## config.mk

```make
export PLATFORM = sky130hd
export DESIGN_NAME = gapp_out_fifo
export DESIGN_NICKNAME = d
export VERILOG_FILES = /design/src/gapp_pkg.sv /design/src/gapp_out_fifo.sv
export SDC_FILE = /design/constraint.sdc
export NUM_CORES = 1
export LEC_CHECK = 0
export ABC_AREA = 0
export BUFFER_PORTS_ARGS = -buffer_cell sky130_fd_sc_hd__buf_4
export CORE_ASPECT_RATIO = 1.25
export CORE_MARGIN = 10
export CORE_UTILIZATION = 57
export CTS_CLUSTER_SIZE = 16
export DETAILED_ROUTE_END_ITERATION = 8
export PLACE_DENSITY = 0.8
export SYNTH_ARGS = -nofsm -noshare
export SYNTH_HDL_FRONTEND = slang
export SYNTH_SLANG_ARGS = --single-unit
```

## constraint.sdc

```tcl
create_clock -name clk -period 4.4 [get_ports clk]
set_input_delay 0.22 -clock clk [delete_from_list [all_inputs] [get_ports clk]]
set_output_delay 0.22 -clock clk [all_outputs]
set_load 0.02 [all_outputs]
```

## src/gapp_pkg.sv

```systemverilog
package gapp_pkg;

  localparam int MAX_POINTS  = 4096;
  localparam int SAMPLE_BITS = 8;
  localparam int IDX_W       = $clog2(MAX_POINTS);
  localparam int CNT_W       = $clog2(MAX_POINTS + 1);
  localparam int SUM_W       = SAMPLE_BITS + 2;
  localparam int GATE_W      = 13;
  localparam int BEAM_W      = 8;
  localparam int CFG_W       = 13;
  localparam int CFG_IDX_W   = 2;
  localparam int FIFO_DEPTH  = 4;

  localparam logic [CFG_IDX_W-1:0] REG_THRESHOLD      = 2'd0;
  localparam logic [CFG_IDX_W-1:0] REG_MERGE_DISTANCE = 2'd1;
  localparam logic [CFG_IDX_W-1:0] REG_POINT_COUNT    = 2'd2;

  localparam logic [SAMPLE_BITS-1:0] THRESHOLD_RESET   = 8'd128;
  localparam logic [CFG_W-1:0]       MERGE_RESET       = 13'd8;
  localparam logic [CFG_W-1:0]       POINT_COUNT_RESET = 13'd4096;

  typedef struct packed {
    logic                     beam_end;
    logic [GATE_W-1:0]        gate_length;
    logic signed [GATE_W-1:0] gate_first;
    logic [BEAM_W-1:0]        beam_id;
    logic [SAMPLE_BITS-1:0]   amplitude;
  } in_item_t;

  typedef struct packed {
    logic [SAMPLE_BITS-1:0] threshold;
    logic [CFG_W-1:0]       merge_distance;
    logic [CFG_W-1:0]       point_count;
  } cfg_t;

  typedef struct packed {
    logic [IDX_W-1:0] pos;
    logic [SUM_W-1:0] sum;
  } entry_t;

  typedef struct packed {
    logic                   last;
    logic [BEAM_W-1:0]      beam;
    logic [SAMPLE_BITS-1:0] amp;
    logic [IDX_W-1:0]       pos;
  } peak_t;

  typedef struct packed {
    logic [1:0] cnt;
    peak_t      first;
    peak_t      second;
  } push_t;

endpackage

```

## src/gapp_out_fifo.sv

```systemverilog
module gapp_out_fifo (
  input  logic              clk,
  input  logic              rst_n,
  input  gapp_pkg::push_t   push,
  output logic              room_ok,
  output logic              out_valid,
  input  logic              out_ready,
  output gapp_pkg::peak_t   out_peak
);

  localparam int PTR_W = $clog2(gapp_pkg::FIFO_DEPTH);
  localparam int LVL_W = $clog2(gapp_pkg::FIFO_DEPTH + 1);

  gapp_pkg::peak_t   q_r [gapp_pkg::FIFO_DEPTH];
  logic [PTR_W-1:0]  wr_ptr_r;
  logic [PTR_W-1:0]  wr_ptr_nxt;
  logic [PTR_W-1:0]  rd_ptr_r;
  logic [PTR_W-1:0]  rd_ptr_nxt;
  logic [LVL_W-1:0]  level_r;
  logic [LVL_W-1:0]  level_nxt;
  logic              pop;

  assign pop       = out_valid && out_ready;
  assign out_valid = (level_r != '0);
  assign out_peak  = q_r[rd_ptr_r];
  assign room_ok   = (level_r <= LVL_W'(gapp_pkg::FIFO_DEPTH - 2));

  always_comb begin
    wr_ptr_nxt = wr_ptr_r + PTR_W'(push.cnt);
    rd_ptr_nxt = rd_ptr_r + PTR_W'(pop);
    level_nxt  = level_r + LVL_W'(push.cnt) - LVL_W'(pop);
  end

  always_ff @(posedge clk) begin
    if (push.cnt != 2'd0) begin
      q_r[wr_ptr_r] <= push.first;
    end
    if (push.cnt == 2'd2) begin
      q_r[wr_ptr_r + PTR_W'(1)] <= push.second;
    end
  end

  always_ff @(posedge clk) begin
    if (!rst_n) begin
      wr_ptr_r <= '0;
      rd_ptr_r <= '0;
      level_r  <= '0;
    end else begin
      wr_ptr_r <= wr_ptr_nxt;
      rd_ptr_r <= rd_ptr_nxt;
      level_r  <= level_nxt;
    end
  end

  a_level_bound: assert property (@(posedge clk) disable iff (!rst_n)
    level_r <= LVL_W'(gapp_pkg::FIFO_DEPTH))
    else $error("output queue level exceeds its depth");

  a_push_with_room: assert property (@(posedge clk) disable iff (!rst_n)
    (push.cnt != 2'd0) |-> room_ok)
    else $error("peak pushed without room in the output queue");

endmodule

```

---- Word-level counts from Yosys, hierarchy flattened ----
Memory sizes are Yosys's and may differ from the RTL's. A register that Yosys moved wholly into a read port is not among the register bits.
Index checks and enable logic that the tools add are counted.
storage, ports and cells
  latch bits .............................. 0
  word-level logic and storage cells ...... 19
  bits in read-only memories .............. 0
  bits in writable memories ............... 116
  register bits after elaboration ......... 7
  bits of input ports ..................... 63
  memories ................................ 1
  output and inout bits ................... 31
memory list
  name  depth  width  rd ports  clocked after memory_dff  write ports  RTL line             RTL
  q_r   4      29     1         1                         2            gapp_out_fifo.sv:14  gapp_pkg::peak_t q_r [gapp_pkg::FIFO_DEPTH];
cells by class
  bitwise operators ....................... 0
  equal/unequal tests ..................... 1
  add/sub/neg operators ................... 5
  divide/modulo/power cells ............... 0
  shift-type cells ........................ 0
  reductions and logical operators ........ 3
  mux-type cells .......................... 5
  order comparisons ....................... 1
  $mul .................................... 0
operators by type and width
  operator                                                        count
  2-to-1 mux 1 bit                                                4
  adder 3 x 2 -> 3 bit                                            1
  less-or-equal comparator 3 x 2 -> 1 bit, second input constant  1
  nonzero test 3 bit                                              1
  subtractor 3 x 1 -> 3 bit                                       1
  adder 2 x 1 -> 2 bit                                            1
  adder 2 x 1 -> 2 bit, second input constant                     1
  adder 2 bit                                                     1
  equality test 2 bit, second input constant                      1
  2-to-1 mux 2 bit                                                1
  nonzero test 2 bit                                              1
  logical AND 1 bit                                               1

---- Logic depth before layout (Yosys ltp) ----
Gate-level depths: netlist of the first run.
  word-level depth ........................ 4
  mapped depth ............................ 7
  depth with buffers taken out ............ 6

---- Worst setup path before layout of the first run ----
Ideal clock, no wire load.
  path type ............................... register to register
  from .................................... register wr_ptr_r[0]
  to ...................................... memory q_r[0][0] (netlist bit), enable pin
  setup time .............................. 0.455 ns
  data arrival time ....................... 2.596 ns
  buffers on the path ..................... 0
  clock period less this slack ............ 3.051 ns
  data required time ...................... 3.945 ns
  setup slack ............................. 1.349 ns
  stages on the path, launching flop included .. 3
  cell sequence ........................... dfxtp_1 > o21bai_1 > o21ai_0
RTL lines
  item                    RTL line             RTL
  start, declared         gapp_out_fifo.sv:15  logic [PTR_W-1:0] wr_ptr_r;
  start signal, assigned  gapp_out_fifo.sv:49  wr_ptr_r <= wr_ptr_nxt;
  end, declared           gapp_out_fifo.sv:14

==> results of run 1 <==
## cell usage in the layout (no fill, tap or decap), drive strengths merged, types with 3 or more instances in the layout
master    n
and2      3
mux2    116
edfxtp  116
clkbuf   25
buf      97
inv       4
mux2i     4
ha        3
dfxtp     7
mux4     29
clkinv    4
bufinv    3
## power by group through the flow
stage	sequential [mW]	combinational (mW)	clock, mW
6_report	1.54	0.872	1.45
5_1_grt	1.56	0.929	1.52
4_1_cts	1.54	0.888	1.46
3_5_place_dp	1.56	0.880	0
3_3_place_gp	1.55	0.867	0
2_1_floorplan	1.49	0.596	0
## layer usage
metal / vias to the layer above / part of all wire, % / GRT usage [%]
li1: 1516 / - / -
met1: 1749 / 38 / 20.1
met2: 131 / 53 / 31.4
met3: 17 / 6.7 / 5.90
met4: 0 / 1.8 / 6.99
met5: - / 0 / 0
## cells by family (layout without fill, tap and decap cells)
kind of cell    count (synthesis)  after routing
xor+xnor                        2              2
flops                         123            123
compound gates                  6              6
simple gates                   17             17
mux                           149            149
fa+ha+maj                       4              4
buf+inv                        24            133
## critical path, stage by stage (launching register included)
cell,delay (ns)
dfxtp_2,0.87
buf_4,0.37
mux4_2,0.54
buf_4,0.18
## through the flow
step,hold WS (ns),power [mW]
global placement,0.511,2.42
finish,0.108,3.86
floorplan,0.342,2.09
global route,0.0924,4.01
CTS,0.0917,3.89
detailed placement,0.518,2.44
## final cells by class
| cell class | count | area share, % |
|---|---|---|
| timing repair buffer | 97 | 9.70 |
| clock inverter | 7 | 1.47 |
| sequential | 123 | 48.3 |
| clock buffer | 25 | 6.87 |
| tap | 132 | 2.20 |
| multi-input combinational | 178 | 31.3 |
| inverter | 4 | 0.200 |
## final timing paths
kind | from | endpoint | slack, ns | cells past startpoint
max reg2reg | wr_ptr_r[1] | q_r[2][18] | 1.98 | 2
min | rst_n | level_r[1] | 0.11 | 2
min reg2reg | level_r[1] | rd_ptr_r[0] | 0.69 | 2
max | rd_ptr_r[0] | out_peak[15] | 1.79 | 3
## sequential cells by signal, indices dropped and copies added (netlist names)
register and cells:
wr_ptr_r 2, rd_ptr_r 2, level_r 3, q_r 116
==> flow_metrics.env, run 1 <==
export IMPL_status="completed"
export IMPL_nFillCells=686
export IMPL_grt_setup_unrepaired="no"
export IMPL_finalHoldViolCount=0
export IMPL_clock_sinks=123
export IMPL_async_flop_share_pct=0
export IMPL_netlist_instances=325
export IMPL_clockRootBuffer="clkbuf_16"
export IMPL_setup_viol=0
export IMPL_yosys_area_top_type_share_pct=57.5
export IMPL_clk_pin_slew_ns=0.05
export IMPL_register_area_um2=3620
export IMPL_worstSetupPathType="flop to primary output"
export IMPL_place_inst=534
export IMPL_grt_pass1_vias=3761
export IMPL_slew_headroom_pct=26.5
export IMPL_grt_max_degree=31
export IMPL_drive_above_1_share_pct=64.7
export IMPL_routedWlPerCell_um=23.8
export IMPL_dr_first_iter_drc_count=161
export IMPL_holdCritPathClass="input port to flop"
export IMPL_clk_latency_ns=0.42
export IMPL_synth_seq_cells=123
export IMPL_fp_coreArea_um2=10500
export IMPL_ant_nets=0
export IMPL_min_period_ns=2.61
export IMPL_antennaDiodeCount=0
export IMPL_ctsResizeCount=0
export IMPL_synthMuxAreaShare_pct=33.7
export IMPL_cts_buffers_inserted=17
export IMPL_pre_cts_ws_ns=1.99
export IMPL_gp_congestion=0.712
export IMPL_critPathMaxFanout=24
export IMPL_switching_share_pct=25.6
export IMPL_fin_area_um2=7510
export IMPL_globalRouteTotalUtil_pct=18.1
export IMPL_synth_simple_area_share_pct=1.98
export IMPL_layout_cells_non_filler=566
export IMPL_synth_top_family_by_area="multiplexers"
export IMPL_ctsHoldBuffers=0
export IMPL_fmax_ghz=0.384
export IMPL_die_y_um=135
export IMPL_cp_start_kind="flop"
export IMPL_io_buffers=93
export IMPL_ys_seq_area_share_pct=59.9
export IMPL_dp_hpwl_um=8460
export IMPL_setup_tns_ns=0
export IMPL_leakage_nw=2.72
export IMPL_vias_per_cell=6.03
export IMPL_syn_cell_area_um2=6050
export IMPL_rows=42
export IMPL_synthXorXnorAreaFrac_pct=0.744
export IMPL_critPathCaptureType="primary output"
export IMPL_synth_flop_cell="edfxtp_1"
export IMPL_yosys_area_top_type="edfxtp_1"
export IMPL_grt_antenna_before_repair=0
export IMPL_critPathArrivalTime_ns=2.39
export IMPL_yosys_warnings=0
export IMPL_synth_edf_count=116
export IMPL_drt_pass1_iter_count=4
export IMPL_dr_total_vias=3413
export IMPL_synth_avg_cell_area_um2=18.6
export IMPL_seq_power_share_pct=39.9
export IMPL_worstPathRequired_ns=4.18
export IMPL_cts_htree_levels=4
export IMPL_initial_core_util_pct=57.6
export IMPL_fin_util_pct=71.4
export IMPL_postPlaceCellArea_um2=6880
export IMPL_overflow=0
export IMPL_p_clk_share_pct=37.5
export IMPL_synth_adder_area_share_pct=0.951
export IMPL_yosysUniqueCellTypes=31
export IMPL_synth_compound_area_share_pct=0.682
export IMPL_combPwrFrac_pct=22.6
export IMPL_netlist_top_cells_area="edfxtp_1 (58%), mux2_2 (20%), mux4_2 (11%)"
export IMPL_routed_wl_um=13500
export IMPL_switchingPower_mw=0.986
export IMPL_power_density_nw_per_um2=514
export IMPL_fin_crit_sh_pct=59.2
export IMPL_final_nets=488
export IMPL_synth_most_common_cell="edfxtp_1"
export IMPL_skew_ns=0.0147
export IMPL_syn2layout_area_growth_pct=24.0
export IMPL_syn_num_nets=392
export IMPL_grt_first_pass_wirelength_um=21000
export IMPL_worstMarginPinSlew_ns=1.10
export IMPL_ios=94
export IMPL_ys_top_cells_by_count="edfxtp_1 (116), mux2_2 (106), mux4_2 (29)"
export IMPL_dieArea_um2=15200
export IMPL_intPower_mw=2.87
export IMPL_setup_slack_ns=1.79
export IMPL_dieWidth_um=112
export IMPL_max_cap_violations=0
export IMPL_cts_setup_buffers=0
export IMPL_slew_violations=0
export IMPL_cts_tree="built"
export IMPL_clock_path_buffers=2
export IMPL_drcViolationCount=0
export IMPL_vdd_drop_max_uv=304
export IMPL_multi_input_area_um2=2350
No activity file was read; power rests on OpenSTA's default activity.
==> run 2: changes to the inputs <==
==> constraint.sdc (replaced) <==
create_clock -name clk -period 2.4 [get_ports clk]
set_input_delay 0.12 -clock clk [delete_from_list [all_inputs] [get_ports clk]]
set_output_delay 0.12 -clock clk [all_outputs]
set_load 0.02 [all_outputs]
==> flow_metrics.env, run 2 (same netlist as run 1, synthesis figures left out) <==
export IMPL_globalRouteTotalUtil_pct=18.1
export IMPL_seq_power_share_pct=39.5
export IMPL_critPathCaptureType="primary output"
export IMPL_ff2ff_path_depth=4
export IMPL_pre_cts_ws_ns=0.535
export IMPL_ant_nets=0
export IMPL_cts_setup_buffers=0
export IMPL_gp_congestion=0.765
export IMPL_layout_cells_non_filler=578
export IMPL_slew_violations=0
export IMPL_worstMarginPinSlew_ns=0.990
export IMPL_power_density_nw_per_um2=914
export IMPL_cts_htree_levels=4
export IMPL_dieWidth_um=112
export IMPL_slew_headroom_pct=33.8
export IMPL_min_period_ns=2.04
export IMPL_p_clk_share_pct=35.2
export IMPL_routedWlPerCell_um=23.3
export IMPL_timing_hold_ws_ns=0.0188
export IMPL_setup_viol=0
export IMPL_drcViolationCount=0
export IMPL_worstSetupPathType="flop to primary output"
export IMPL_r2r_start="wr_ptr_r[1]"
export IMPL_status="completed"
export IMPL_dr_total_vias=3411
export IMPL_finalHoldViolCount=0
export IMPL_initial_core_util_pct=57.6
export IMPL_critPathMaxFanout=26
export IMPL_syn2layout_area_growth_pct=25.0
export IMPL_clk_pin_slew_ns=0.05
export IMPL_ctsHoldBuffers=0
export IMPL_ctsResizeCount=0
export IMPL_registers_top_by_ff_count="q_r"
export IMPL_routed_wl_met2_um=7440
export IMPL_clockRootBuffer="clkbuf_16"
export IMPL_clock_sinks=123
export IMPL_dr_first_iter_drc_count=173
export IMPL_drive_above_1_share_pct=64.8
export IMPL_fin_area_um2=7570
export IMPL_rows=42
export IMPL_overflow=0
export IMPL_intPower_mw=5.11
export IMPL_cts_tree="built"
export IMPL_layout_commonest_cell="edfxtp_1"
export IMPL_hold_path_depth=2
export IMPL_grt_max_degree=30
export IMPL_regToRegSetupSlack_ns=0.53
export IMPL_routed_wl_um=13500
export IMPL_vdd_drop_max_uv=719
export IMPL_combPwrFrac_pct=25.3
export IMPL_antennaDiodeCount=0
export IMPL_dieArea_um2=15200
export IMPL_rr_endpoint="q_r[2][23]"
export IMPL_grt_antenna_before_repair=0
export IMPL_drt_pass1_iter_count=4
export IMPL_clk_latency_ns=0.40
export IMPL_die_y_um=135
export IMPL_dp_hpwl_um=8970
export IMPL_worstPathRequired_ns=2.28
export IMPL_highest_layer="met4"
export IMPL_hp_start="rst_n"
export IMPL_skew_ns=0.00764
export IMPL_cts_buffers_inserted=17
export IMPL_startpoint="rd_ptr_r[0]"
export IMPL_setup_slack_ns=0.363
export IMPL_vias_per_cell=5.90
export IMPL_wl_met3_um=587
export IMPL_hold_end="wr_ptr_r[0]"
export IMPL_fin_crit_sh_pct=84.9
export IMPL_switchingPower_mw=1.80
export IMPL_top_regs="q_r (116), level_r (3)"
export IMPL_fin_util_pct=72.0
export IMPL_critPathArrivalTime_ns=1.92
export IMPL_fmax_ghz=0.491
export IMPL_io_buffers=93
export IMPL_grt_pass1_vias=3875
export IMPL_ios=94
export IMPL_final_nets=501
export IMPL_met1Wirelength_um=5270
export IMPL_max_cap_violations=0
export IMPL_place_inst=547
export IMPL_totalPowerFinal_mw=6.91
export IMPL_holdCritPathClass="input port to flop"
export IMPL_fp_coreArea_um2=10500
export IMPL_setup_tns_ns=0
export IMPL_clock_path_buffers=2
export IMPL_largest_reg_flops=116
export IMPL_postPlaceCellArea_um2=7000
export IMPL_final_cell_mix="edfxtp_1 (116), buf_4 (108), mux2_2 (106), mux4_2 (29), clkbuf_16 (17)"
export IMPL_grt_first_pass_wirelength_um=21200
export IMPL_leakage_nw=2.76
export IMPL_grt_setup_unrepaired="no"
export IMPL_cp_start_kind="flop"
export IMPL_switching_share_pct=26.1
## run 2: cell count changes in the layout (fill, tap and decap cells not counted), sizes merged
cell    delta
buf       +13
clkbuf     -6
clkinv     +5
## run 2: how the worst max path moves through the flow
stage	slack, ns	endpoint
6_report	0.36	out_peak[13]
5_1_grt	0.25	out_peak[13]
4_1_cts	0.33	out_peak[14]
3_5_place_dp	0.54	q_r[2][26]
3_3_place_gp	0.60	q_r[2][21]
2_1_floorplan	0.07	q_r[2][0]
## run 2: power by group through the flow
stage,clock [mW],combinational [mW],sequential (mW)
floorplan,0,1.09,2.74
global placement,0,1.74,2.76
detailed placement,0,1.77,2.77
CTS,2.46,1.78,2.74
global route,2.56,1.87,2.76
finish,2.43,1.75,2.73
## run 2: layout make-up
| type | instances | area, um^2 |
|---|---|---|
| Tap cell | 132 | 165 |
| Multi-Input combinational cell | 178 | 2350 |
| Fill cell | 676 | 2940 |
| Clock buffer | 19 | 433 |
| Inverter | 4 | 15.0 |
| Sequential cell | 123 | 3620 |
| Clock inverter | 12 | 130 |
| Timing Repair Buffer | 110 | 851 |
## run 2: layer usage
metal,global-route usage (%),vias to the layer above
li1,-,1540
met1,20.5,1755
met2,32.1,104
met3,4.34,12
met4,6.92,0
met5,0,-
## run 2: worst max-delay path, stage by stage, from the launching register on
cell     delay, ns
dfxtp_2       0.46
buf_12        0.28
mux4_2        0.57
buf_4         0.18
